--- src/hw/rtl/es2cal_pkg.sv ---
// Shared constants and helper functions for the epoch-seconds to calendar converter.
// Depends on nothing; the core uses it by scoped names.
`default_nettype none

package es2cal_pkg;

   // Pipeline depth of the core: one output register at the last stage.
   localparam int NUM_STAGES = 8;

   localparam logic [31:0] SECS_PER_DAY  = 32'd86400;
   localparam logic [17:0] SECS_PER_DAY_R = 18'd86400;
   localparam logic [16:0] SECS_PER_HOUR = 17'd3600;
   localparam logic [11:0] SECS_PER_MIN  = 12'd60;
   localparam logic [11:0] BASE_YEAR     = 12'd1970;

   // Reciprocals for division by constants (multiply, then take the high bits).
   // Day split: (t >> 7) / 675, low by at most one, fixed by a remainder compare.
   localparam logic [25:0] DAY_RECIP  = 26'd50903316;
   // Exact for every second of a day: floor(s / 3600) = (s * HOUR_RECIP) >> 30.
   localparam logic [18:0] HOUR_RECIP = 19'd298262;
   // Exact below 3600: floor(r / 60) = (r * MIN_RECIP) >> 22.
   localparam logic [16:0] MIN_RECIP  = 17'd69906;
   // Exact below 2^16: floor(d / 365) = (d * YEAR_RECIP) >> 24.
   localparam logic [15:0] YEAR_RECIP = 16'd45965;

   // Year index (from 1970) whose low two bits mark a leap year, and the
   // century year (2100) that breaks the rule.
   localparam logic [1:0] LEAP_PHASE    = 2'd2;
   localparam logic [7:0] LEAP_SKIP_IDX = 8'd130;

   localparam logic [3:0] MONTH_FEB = 4'd1;
   localparam logic [3:0] MONTH_DEC = 4'd11;

   // Day count from the epoch to January 1st of year 1970 + idx.
   function automatic logic [15:0] year_start(input logic [7:0] idx);
      logic [15:0] base;
      logic [15:0] leaps;
      base  = 16'(idx) * 16'd365;
      leaps = 16'((9'(idx) + 9'd1) >> 2);
      if (idx > LEAP_SKIP_IDX) begin
         leaps = leaps - 16'd1;
      end
      return base + leaps;
   endfunction

   // Day of year at which month mon (0 is January) starts.
   function automatic logic [8:0] month_start(input logic [3:0] mon, input logic leap);
      logic [8:0] base;
      unique case (mon)
         4'd0:    base = 9'd0;
         4'd1:    base = 9'd31;
         4'd2:    base = 9'd59;
         4'd3:    base = 9'd90;
         4'd4:    base = 9'd120;
         4'd5:    base = 9'd151;
         4'd6:    base = 9'd181;
         4'd7:    base = 9'd212;
         4'd8:    base = 9'd243;
         4'd9:    base = 9'd273;
         4'd10:   base = 9'd304;
         4'd11:   base = 9'd334;
         default: base = 9'd0;
      endcase
      if (leap && (mon > MONTH_FEB)) begin
         base = base + 9'd1;
      end
      return base;
   endfunction

   // Month (0 is January) that holds day of year doy; independent compares.
   function automatic logic [3:0] month_index(input logic [8:0] doy, input logic leap);
      logic [3:0] idx;
      idx = 4'd0;
      for (int m = 1; m <= int'(MONTH_DEC); m++) begin
         if (doy >= month_start(4'(m), leap)) begin
            idx = 4'(m);
         end
      end
      return idx;
   endfunction

endpackage

`default_nettype wire

--- src/hw/rtl/es2cal_if.sv ---
// Valid/ready channel interfaces for the request and the response of the converter.
// Depends on nothing.
`default_nettype none

interface es2cal_req_if;
   logic        valid;
   logic        ready;
   logic [31:0] epoch_seconds;

   modport source (output valid, output epoch_seconds, input ready);
   modport sink   (input valid, input epoch_seconds, output ready);
endinterface

interface es2cal_rsp_if;
   logic        valid;
   logic        ready;
   logic [11:0] year;
   logic [3:0]  month;
   logic [4:0]  day;
   logic [4:0]  hour;
   logic [5:0]  minute;
   logic [5:0]  second;

   modport source (output valid, output year, output month, output day,
                   output hour, output minute, output second, input ready);
   modport sink   (input valid, input year, input month, input day,
                   input hour, input minute, input second, output ready);
endinterface

`default_nettype wire

--- src/hw/rtl/epoch_seconds_to_calendar_core.sv ---
// Epoch seconds to Gregorian date and time of day, eight-stage pipeline.
// Throughput: one request per cycle; each stage moves when its successor has room.
// Reset (synchronous, active high) clears the stage valid bits only; no request in flight survives it.
// Depends on es2cal_pkg and es2cal_if.
`default_nettype none

module epoch_seconds_to_calendar_core (
   input  wire logic     clock,
   input  wire logic     reset,
   es2cal_req_if.sink    req_if,
   es2cal_rsp_if.source  rsp_if
);

   // ---------------------------------------------------------------------
   // Stage control: a stage loads when it is empty or its successor loads.
   // ---------------------------------------------------------------------
   logic [es2cal_pkg::NUM_STAGES:1] vld_ff;
   logic [es2cal_pkg::NUM_STAGES:1] vld_in;
   logic [es2cal_pkg::NUM_STAGES:1] stage_go;

   always_comb begin
      stage_go[es2cal_pkg::NUM_STAGES] = !vld_ff[es2cal_pkg::NUM_STAGES] || rsp_if.ready;
      for (int k = es2cal_pkg::NUM_STAGES - 1; k >= 1; k--) begin
         stage_go[k] = !vld_ff[k] || stage_go[k + 1];
      end
   end

   always_comb begin
      vld_in[1] = stage_go[1] ? req_if.valid : vld_ff[1];
      for (int k = 2; k <= es2cal_pkg::NUM_STAGES; k++) begin
         vld_in[k] = stage_go[k] ? vld_ff[k - 1] : vld_ff[k];
      end
   end

   assign req_if.ready = stage_go[1];

   always_ff @(posedge clock) begin
      if (reset) begin
         vld_ff <= '0;
      end else begin
         vld_ff <= vld_in;
      end
   end

   // ---------------------------------------------------------------------
   // Stage 1: estimate the day count as (t >> 7) / 675 by reciprocal.
   // The estimate is exact or one low.
   // ---------------------------------------------------------------------
   logic [50:0] day_prod;
   logic [31:0] t1_ff, t1_in;
   logic [15:0] q1_ff, q1_in;

   assign day_prod = {26'd0, req_if.epoch_seconds[31:7]} * {25'd0, es2cal_pkg::DAY_RECIP};
   assign t1_in    = req_if.epoch_seconds;
   assign q1_in    = day_prod[50:35];

   // ---------------------------------------------------------------------
   // Stage 2: multiply the estimate back to seconds.
   // ---------------------------------------------------------------------
   logic [31:0] t2_ff, t2_in;
   logic [15:0] q2_ff, q2_in;
   logic [31:0] qm2_ff, qm2_in;

   assign t2_in  = t1_ff;
   assign q2_in  = q1_ff;
   assign qm2_in = {16'd0, q1_ff} * es2cal_pkg::SECS_PER_DAY;

   // ---------------------------------------------------------------------
   // Stage 3: take the remainder and fix a low estimate with one compare.
   // ---------------------------------------------------------------------
   logic [31:0] rem_full;
   logic [17:0] rem_day;
   logic [16:0] sod3_ff, sod3_in;
   logic [15:0] days3_ff, days3_in;

   assign rem_full = t2_ff - qm2_ff;
   assign rem_day  = rem_full[17:0];

   always_comb begin
      if (rem_day >= es2cal_pkg::SECS_PER_DAY_R) begin
         sod3_in  = 17'(rem_day - es2cal_pkg::SECS_PER_DAY_R);
         days3_in = q2_ff + 16'd1;
      end else begin
         sod3_in  = rem_day[16:0];
         days3_in = q2_ff;
      end
   end

   // ---------------------------------------------------------------------
   // Stage 4: hour of day and a year estimate, both by reciprocal.
   // The year estimate (days / 365) is the true year or one above.
   // ---------------------------------------------------------------------
   logic [35:0] hour_prod;
   logic [31:0] year_prod;
   logic [16:0] sod4_ff, sod4_in;
   logic [15:0] days4_ff, days4_in;
   logic [4:0]  hour4_ff, hour4_in;
   logic [7:0]  yest4_ff, yest4_in;

   assign hour_prod = {19'd0, sod3_ff} * {17'd0, es2cal_pkg::HOUR_RECIP};
   assign year_prod = {16'd0, days3_ff} * {16'd0, es2cal_pkg::YEAR_RECIP};
   assign sod4_in   = sod3_ff;
   assign days4_in  = days3_ff;
   assign hour4_in  = hour_prod[34:30];
   assign yest4_in  = year_prod[31:24];

   // ---------------------------------------------------------------------
   // Stage 5: hour back to seconds; start days of the estimated year and
   // the one before it.
   // ---------------------------------------------------------------------
   logic [16:0] sod5_ff, sod5_in;
   logic [15:0] days5_ff, days5_in;
   logic [4:0]  hour5_ff, hour5_in;
   logic [7:0]  yest5_ff, yest5_in;
   logic [16:0] hsec5_ff, hsec5_in;
   logic [15:0] ys_hi5_ff, ys_hi5_in;
   logic [15:0] ys_lo5_ff, ys_lo5_in;

   assign sod5_in   = sod4_ff;
   assign days5_in  = days4_ff;
   assign hour5_in  = hour4_ff;
   assign yest5_in  = yest4_ff;
   assign hsec5_in  = {12'd0, hour4_ff} * es2cal_pkg::SECS_PER_HOUR;
   assign ys_hi5_in = es2cal_pkg::year_start(yest4_ff);
   assign ys_lo5_in = (yest4_ff == 8'd0) ? 16'd0 : es2cal_pkg::year_start(yest4_ff - 8'd1);

   // ---------------------------------------------------------------------
   // Stage 6: settle the year, the day of year and the leap flag; take the
   // seconds within the hour.
   // ---------------------------------------------------------------------
   logic [4:0]  hour6_ff, hour6_in;
   logic [11:0] remh6_ff, remh6_in;
   logic [7:0]  yidx6_ff, yidx6_in;
   logic [8:0]  doy6_ff, doy6_in;
   logic        leap6_ff, leap6_in;

   assign hour6_in = hour5_ff;
   assign remh6_in = 12'(sod5_ff - hsec5_ff);

   always_comb begin
      if (days5_ff < ys_hi5_ff) begin
         yidx6_in = yest5_ff - 8'd1;
         doy6_in  = 9'(days5_ff - ys_lo5_ff);
      end else begin
         yidx6_in = yest5_ff;
         doy6_in  = 9'(days5_ff - ys_hi5_ff);
      end
   end

   assign leap6_in = (yidx6_in[1:0] == es2cal_pkg::LEAP_PHASE) &&
                     (yidx6_in != es2cal_pkg::LEAP_SKIP_IDX);

   // ---------------------------------------------------------------------
   // Stage 7: minute by reciprocal; month by parallel compares against the
   // month start days.
   // ---------------------------------------------------------------------
   logic [28:0] min_prod;
   logic [4:0]  hour7_ff, hour7_in;
   logic [11:0] remh7_ff, remh7_in;
   logic [5:0]  minute7_ff, minute7_in;
   logic [7:0]  yidx7_ff, yidx7_in;
   logic [8:0]  doy7_ff, doy7_in;
   logic        leap7_ff, leap7_in;
   logic [3:0]  mon7_ff, mon7_in;

   assign min_prod   = {17'd0, remh6_ff} * {12'd0, es2cal_pkg::MIN_RECIP};
   assign hour7_in   = hour6_ff;
   assign remh7_in   = remh6_ff;
   assign minute7_in = min_prod[27:22];
   assign yidx7_in   = yidx6_ff;
   assign doy7_in    = doy6_ff;
   assign leap7_in   = leap6_ff;
   assign mon7_in    = es2cal_pkg::month_index(doy6_ff, leap6_ff);

   // ---------------------------------------------------------------------
   // Stage 8 (output register): second, day of month, month and year.
   // ---------------------------------------------------------------------
   logic [11:0] msec;
   logic [8:0]  dom0;
   logic [11:0] year8_ff, year8_in;
   logic [3:0]  month8_ff, month8_in;
   logic [4:0]  day8_ff, day8_in;
   logic [4:0]  hour8_ff, hour8_in;
   logic [5:0]  minute8_ff, minute8_in;
   logic [5:0]  second8_ff, second8_in;

   assign msec       = {6'd0, minute7_ff} * es2cal_pkg::SECS_PER_MIN;
   assign dom0       = doy7_ff - es2cal_pkg::month_start(mon7_ff, leap7_ff);
   assign second8_in = 6'(remh7_ff - msec);
   assign day8_in    = 5'(dom0 + 9'd1);
   assign month8_in  = mon7_ff + 4'd1;
   assign year8_in   = es2cal_pkg::BASE_YEAR + {4'd0, yidx7_ff};
   assign hour8_in   = hour7_ff;
   assign minute8_in = minute7_ff;

   // ---------------------------------------------------------------------
   // Payload registers: load on the stage's advance, hold otherwise.
   // ---------------------------------------------------------------------
   always_ff @(posedge clock) begin
      if (stage_go[1]) begin
         t1_ff <= t1_in;
         q1_ff <= q1_in;
      end
      if (stage_go[2]) begin
         t2_ff  <= t2_in;
         q2_ff  <= q2_in;
         qm2_ff <= qm2_in;
      end
      if (stage_go[3]) begin
         sod3_ff  <= sod3_in;
         days3_ff <= days3_in;
      end
      if (stage_go[4]) begin
         sod4_ff  <= sod4_in;
         days4_ff <= days4_in;
         hour4_ff <= hour4_in;
         yest4_ff <= yest4_in;
      end
      if (stage_go[5]) begin
         sod5_ff   <= sod5_in;
         days5_ff  <= days5_in;
         hour5_ff  <= hour5_in;
         yest5_ff  <= yest5_in;
         hsec5_ff  <= hsec5_in;
         ys_hi5_ff <= ys_hi5_in;
         ys_lo5_ff <= ys_lo5_in;
      end
      if (stage_go[6]) begin
         hour6_ff <= hour6_in;
         remh6_ff <= remh6_in;
         yidx6_ff <= yidx6_in;
         doy6_ff  <= doy6_in;
         leap6_ff <= leap6_in;
      end
      if (stage_go[7]) begin
         hour7_ff   <= hour7_in;
         remh7_ff   <= remh7_in;
         minute7_ff <= minute7_in;
         yidx7_ff   <= yidx7_in;
         doy7_ff    <= doy7_in;
         leap7_ff   <= leap7_in;
         mon7_ff    <= mon7_in;
      end
      if (stage_go[8]) begin
         year8_ff   <= year8_in;
         month8_ff  <= month8_in;
         day8_ff    <= day8_in;
         hour8_ff   <= hour8_in;
         minute8_ff <= minute8_in;
         second8_ff <= second8_in;
      end
   end

   // Drive the response from the last stage.
   assign rsp_if.valid  = vld_ff[es2cal_pkg::NUM_STAGES];
   assign rsp_if.year   = year8_ff;
   assign rsp_if.month  = month8_ff;
   assign rsp_if.day    = day8_ff;
   assign rsp_if.hour   = hour8_ff;
   assign rsp_if.minute = minute8_ff;
   assign rsp_if.second = second8_ff;

endmodule

`default_nettype wire

--- src/flat_wrapper.sv ---
// flat-port wrapper written by rule: the top's interface ports become plain ports
module epoch_seconds_to_calendar_core_flat 
  (clock, reset, req_if_valid, req_if_epoch_seconds, req_if_ready, rsp_if_valid, rsp_if_year, rsp_if_month, rsp_if_day, rsp_if_hour, rsp_if_minute, rsp_if_second, rsp_if_ready);
  es2cal_req_if req_if_i ();
  es2cal_rsp_if rsp_if_i ();
  input  wire logic clock;
  input  wire logic reset;
  input wire logic [$bits(req_if_i.valid)-1:0] req_if_valid;
  input wire logic [$bits(req_if_i.epoch_seconds)-1:0] req_if_epoch_seconds;
  output wire logic [$bits(req_if_i.ready)-1:0] req_if_ready;
  output wire logic [$bits(rsp_if_i.valid)-1:0] rsp_if_valid;
  output wire logic [$bits(rsp_if_i.year)-1:0] rsp_if_year;
  output wire logic [$bits(rsp_if_i.month)-1:0] rsp_if_month;
  output wire logic [$bits(rsp_if_i.day)-1:0] rsp_if_day;
  output wire logic [$bits(rsp_if_i.hour)-1:0] rsp_if_hour;
  output wire logic [$bits(rsp_if_i.minute)-1:0] rsp_if_minute;
  output wire logic [$bits(rsp_if_i.second)-1:0] rsp_if_second;
  input wire logic [$bits(rsp_if_i.ready)-1:0] rsp_if_ready;
  assign req_if_i.valid = req_if_valid;
  assign req_if_i.epoch_seconds = req_if_epoch_seconds;
  assign req_if_ready = req_if_i.ready;
  assign rsp_if_valid = rsp_if_i.valid;
  assign rsp_if_year = rsp_if_i.year;
  assign rsp_if_month = rsp_if_i.month;
  assign rsp_if_day = rsp_if_i.day;
  assign rsp_if_hour = rsp_if_i.hour;
  assign rsp_if_minute = rsp_if_i.minute;
  assign rsp_if_second = rsp_if_i.second;
  assign rsp_if_i.ready = rsp_if_ready;
  epoch_seconds_to_calendar_core u_core (.clock(clock), .reset(reset), .req_if(req_if_i), .rsp_if(rsp_if_i));
endmodule
--- config.mk ---
export PLATFORM = sky130hd
export DESIGN_NAME = epoch_seconds_to_calendar_core_flat
export DESIGN_NICKNAME = d
export VERILOG_FILES = /design/src/hw/rtl/es2cal_pkg.sv /design/src/hw/rtl/es2cal_if.sv /design/src/hw/rtl/epoch_seconds_to_calendar_core.sv /design/src/flat_wrapper.sv
export SDC_FILE = /design/constraint.sdc
export NUM_CORES = 2
export LEC_CHECK = 0
export BUFFER_PORTS_ARGS = -buffer_cell sky130_fd_sc_hd__buf_2
export CORE_MARGIN = 2
export CORE_UTILIZATION = 55
export CTS_CLUSTER_SIZE = 16
export DETAILED_ROUTE_END_ITERATION = 8
export MAX_ROUTING_LAYER = met4
export PLACE_DENSITY = 0.76
export SKIP_CTS_REPAIR_TIMING = 1
export SLEW_MARGIN = 40
export SYNTH_ARGS = -nofsm -noshare
export SYNTH_HDL_FRONTEND = slang
export SYNTH_SLANG_ARGS = --single-unit
--- constraint.sdc ---
create_clock -name clock -period 17.4 [get_ports clock]
set_input_delay 0 -clock clock [delete_from_list [all_inputs] [get_ports clock]]
set_output_delay 0 -clock clock [all_outputs]
set_load 0.05 [all_outputs]
==> flow_metrics.env <==
export IMPL_first_pass_iters=5
export IMPL_hold_slack_ns=0.187
export IMPL_slowest_delay_ns=0.84
export IMPL_maxCapViolCount=0
export IMPL_ant_nets=0
export IMPL_grt_pass1_vias=24600
export IMPL_rows=95
export IMPL_area_growth_pct=8.05
export IMPL_synth_edf_count=328
export IMPL_critPathRequiredTime_ns=17.71
export IMPL_antenna_found_initial=0
export IMPL_final_common_cell="ha_1"
export IMPL_setup_tns_ns=0
export IMPL_ys_ff_latch=336
export IMPL_insertion_delay_ns=0.57
export IMPL_rsz0062_at_grt="no"
export IMPL_fmax_ghz=0.153
export IMPL_cts_htree_levels=2
export IMPL_post_route_min_period_ns=6.55
export IMPL_layoutNonFillerInstCount=4327
export IMPL_numCtsBuffers=39
export IMPL_nFillCells=5331
export IMPL_fin_crit_sh_pct=37.6
export IMPL_wl_met3_um=2710
export IMPL_setup_viol=0
export IMPL_boundaryPins=76
export IMPL_highest_layer="met4"
export IMPL_core_mm2=0.0670
export IMPL_cts_sinks=336
export IMPL_grt_pass1_wl_um=119000
export IMPL_synth_cells=3301
export IMPL_drtIter0Drc=1076
export IMPL_fp_dieW_um=264
export IMPL_grt_ovfl_total=0
export IMPL_cpMaxStageDelayCell="edfxtp_1"
export IMPL_worstPathMaxFanout=16
export IMPL_syn_nets=4548
export IMPL_ys_warn_count=0
export IMPL_cts_tree="built"
export IMPL_drv_slew=0
export IMPL_dp_cells=4234
export IMPL_fin_worst_skew_ns=0.0182
export IMPL_final_cell_mix="ha_1, inv_1, fa_1"
export IMPL_status="finished, final reports clean"
export IMPL_antennaDiodeCount=0
export IMPL_hpwl_um=57200
export IMPL_min_path_type="in2reg"
export IMPL_multi_input_area_mm2=0.0241
export IMPL_yosysSeqAreaShare_pct=26.9
export IMPL_critPathLaunchType="flip-flop"
export IMPL_grt_max_degree=50
export IMPL_place_port_buffers=75
export IMPL_vias=23200
export IMPL_viasPerCell=5.36
export IMPL_end_kind="flip-flop"
export IMPL_worst_path_buf_inv=5
export IMPL_cts_root_buffer="clkbuf_16"
export IMPL_path_delay_family="adder cells"
export IMPL_initial_core_util_pct=55.5
export IMPL_gp_congestion=0.911
export IMPL_wl_per_cell_um=16.2
export IMPL_grtUsageTotal_pct=21.7
export IMPL_crit_arrival_ns=6.86
export IMPL_avgSynthCellArea_um2=11.3
export IMPL_tightestPinTransition_ns=0.813
export IMPL_criticalPathCategory="reg2reg"
export IMPL_cts_path_max_buffers=3
export IMPL_dieArea_mm2=0.0697
export IMPL_cpMostUsedCell="inv_1"
export IMPL_drc=0
export IMPL_slew_headroom_pct=45.8
export IMPL_clkTransAtPathRegs_ns=0.06
export IMPL_synth_flop_cell="edfxtp_1"
export IMPL_die_h_um=264
export IMPL_finalHoldViolCount=0
export IMPL_ff_latch_area_mm2=0.0100
export IMPL_nNetsFinal=4670
export IMPL_wl_met1_um=30400
export IMPL_async_flop_share_pct=0
export IMPL_yosysUniqueCellTypes=80
export IMPL_route_met2_wl_um=35200
export IMPL_layout_drive_gt1_share_pct=5.07
export IMPL_syn_area_mm2=0.0372
export IMPL_wl_um=70300
[synthesized netlist by cell type, types with 12 or more instances]
cell,n,share of area (%)
ha_1,829,28
inv_1,794,8.0
fa_1,382,21
edfxtp_1,328,26
xnor2_1,116,2.7
a21oi_1,104,1.4
nor2_1,100,1.0
nand2_1,77,0.78
xor2_1,53,1.2
o21ai_0,45,0.61
a21o_1,44,0.89
nor3_1,40,0.54
nand3_1,34,0.46
nand4_1,29,0.49
nor2b_1,25,0.42
and3_1,20,0.34
clkbuf_1,17,0.17
o21a_1,16,0.32
nand2b_1,14,0.24
o21bai_1,14,0.28
a31oi_1,13,0.22
mux2i_1,12,0.32
[metrics by stage]
step                      setup slack [ns]  util, %  instance area [um^2]
after floorplan                      11.69        -                 37200
after CTS                            10.87     59.6                 40000
after global routing                 10.27     59.9                 40200
after global placement               10.94     57.6                 38600
final                                10.85     59.9                 40200
after detailed placement             10.85     57.6                 38600
[layout make-up]
cell class / count / area share [%]
Sequential cell: 336 / 24.9
Tap cell: 873 / 2.72
Inverter: 795 / 7.43
Timing Repair Buffer: 105 / 1.63
Clock inverter: 28 / 0.847
Multi-Input combinational cell: 2146 / 60.0
Clock buffer: 44 / 2.48
[registers in the layout, indices dropped and copies added (netlist names), 9 cells and up]
signal,count
u_core.rsp_if.year,12
u_core.sod3_ff,17
u_core.t1_ff,18
u_core.days4_ff,16
u_core.q2_ff,16
u_core.days3_ff,16
u_core.q1_ff,16
u_core.doy6_ff,9
u_core.days5_ff,16
u_core.t2_ff,18
u_core.sod5_ff,12
u_core.sod4_ff,12
u_core.ys_lo5_ff,9
u_core.ys_hi5_ff,16
u_core.qm2_ff,10
u_core.remh6_ff,12
[metal layers]
metal | up-vias | GRT usage (%)
met5 | - | -
met3 | 120 | 2.62
li1 | 11300 | -
met4 | 0 | 6.59
met1 | 11300 | 26.9
met2 | 448 | 37.2
[logic make-up (layout without fill, tap and decap cells)]
logic type | after synthesis | after routing | share of synthesized area [%]
xor gates and xnor gates | 170 | 170 | 4.04
AOI/OAI and AO/OA | 361 | 361 | 6.66
and+or+nand+nor | 387 | 387 | 5.15
adders and majority gates | 1211 | 1211 | 48.5
muxes | 17 | 17 | 0.474
DFF | 336 | 336 | 26.9
buffers and inverters | 819 | 972 | 8.31
[final timing paths]
check,from,to,slack [ns],cells after the start
max,u_core.yest4_ff[0],u_core.ys_hi5_ff[13],10.85,26
min,req_if_epoch_seconds[2],u_core.t1_ff[2],0.19,2
max reg2reg,u_core.yest4_ff[0],u_core.ys_hi5_ff[13],10.85,26
min reg2reg,u_core.t2_ff[0],u_core.sod3_ff[0],0.41,0
Power is left out: the tool's default activity adds up to more than one toggle a clock period on the data nets, which glitch-free logic cannot reach.
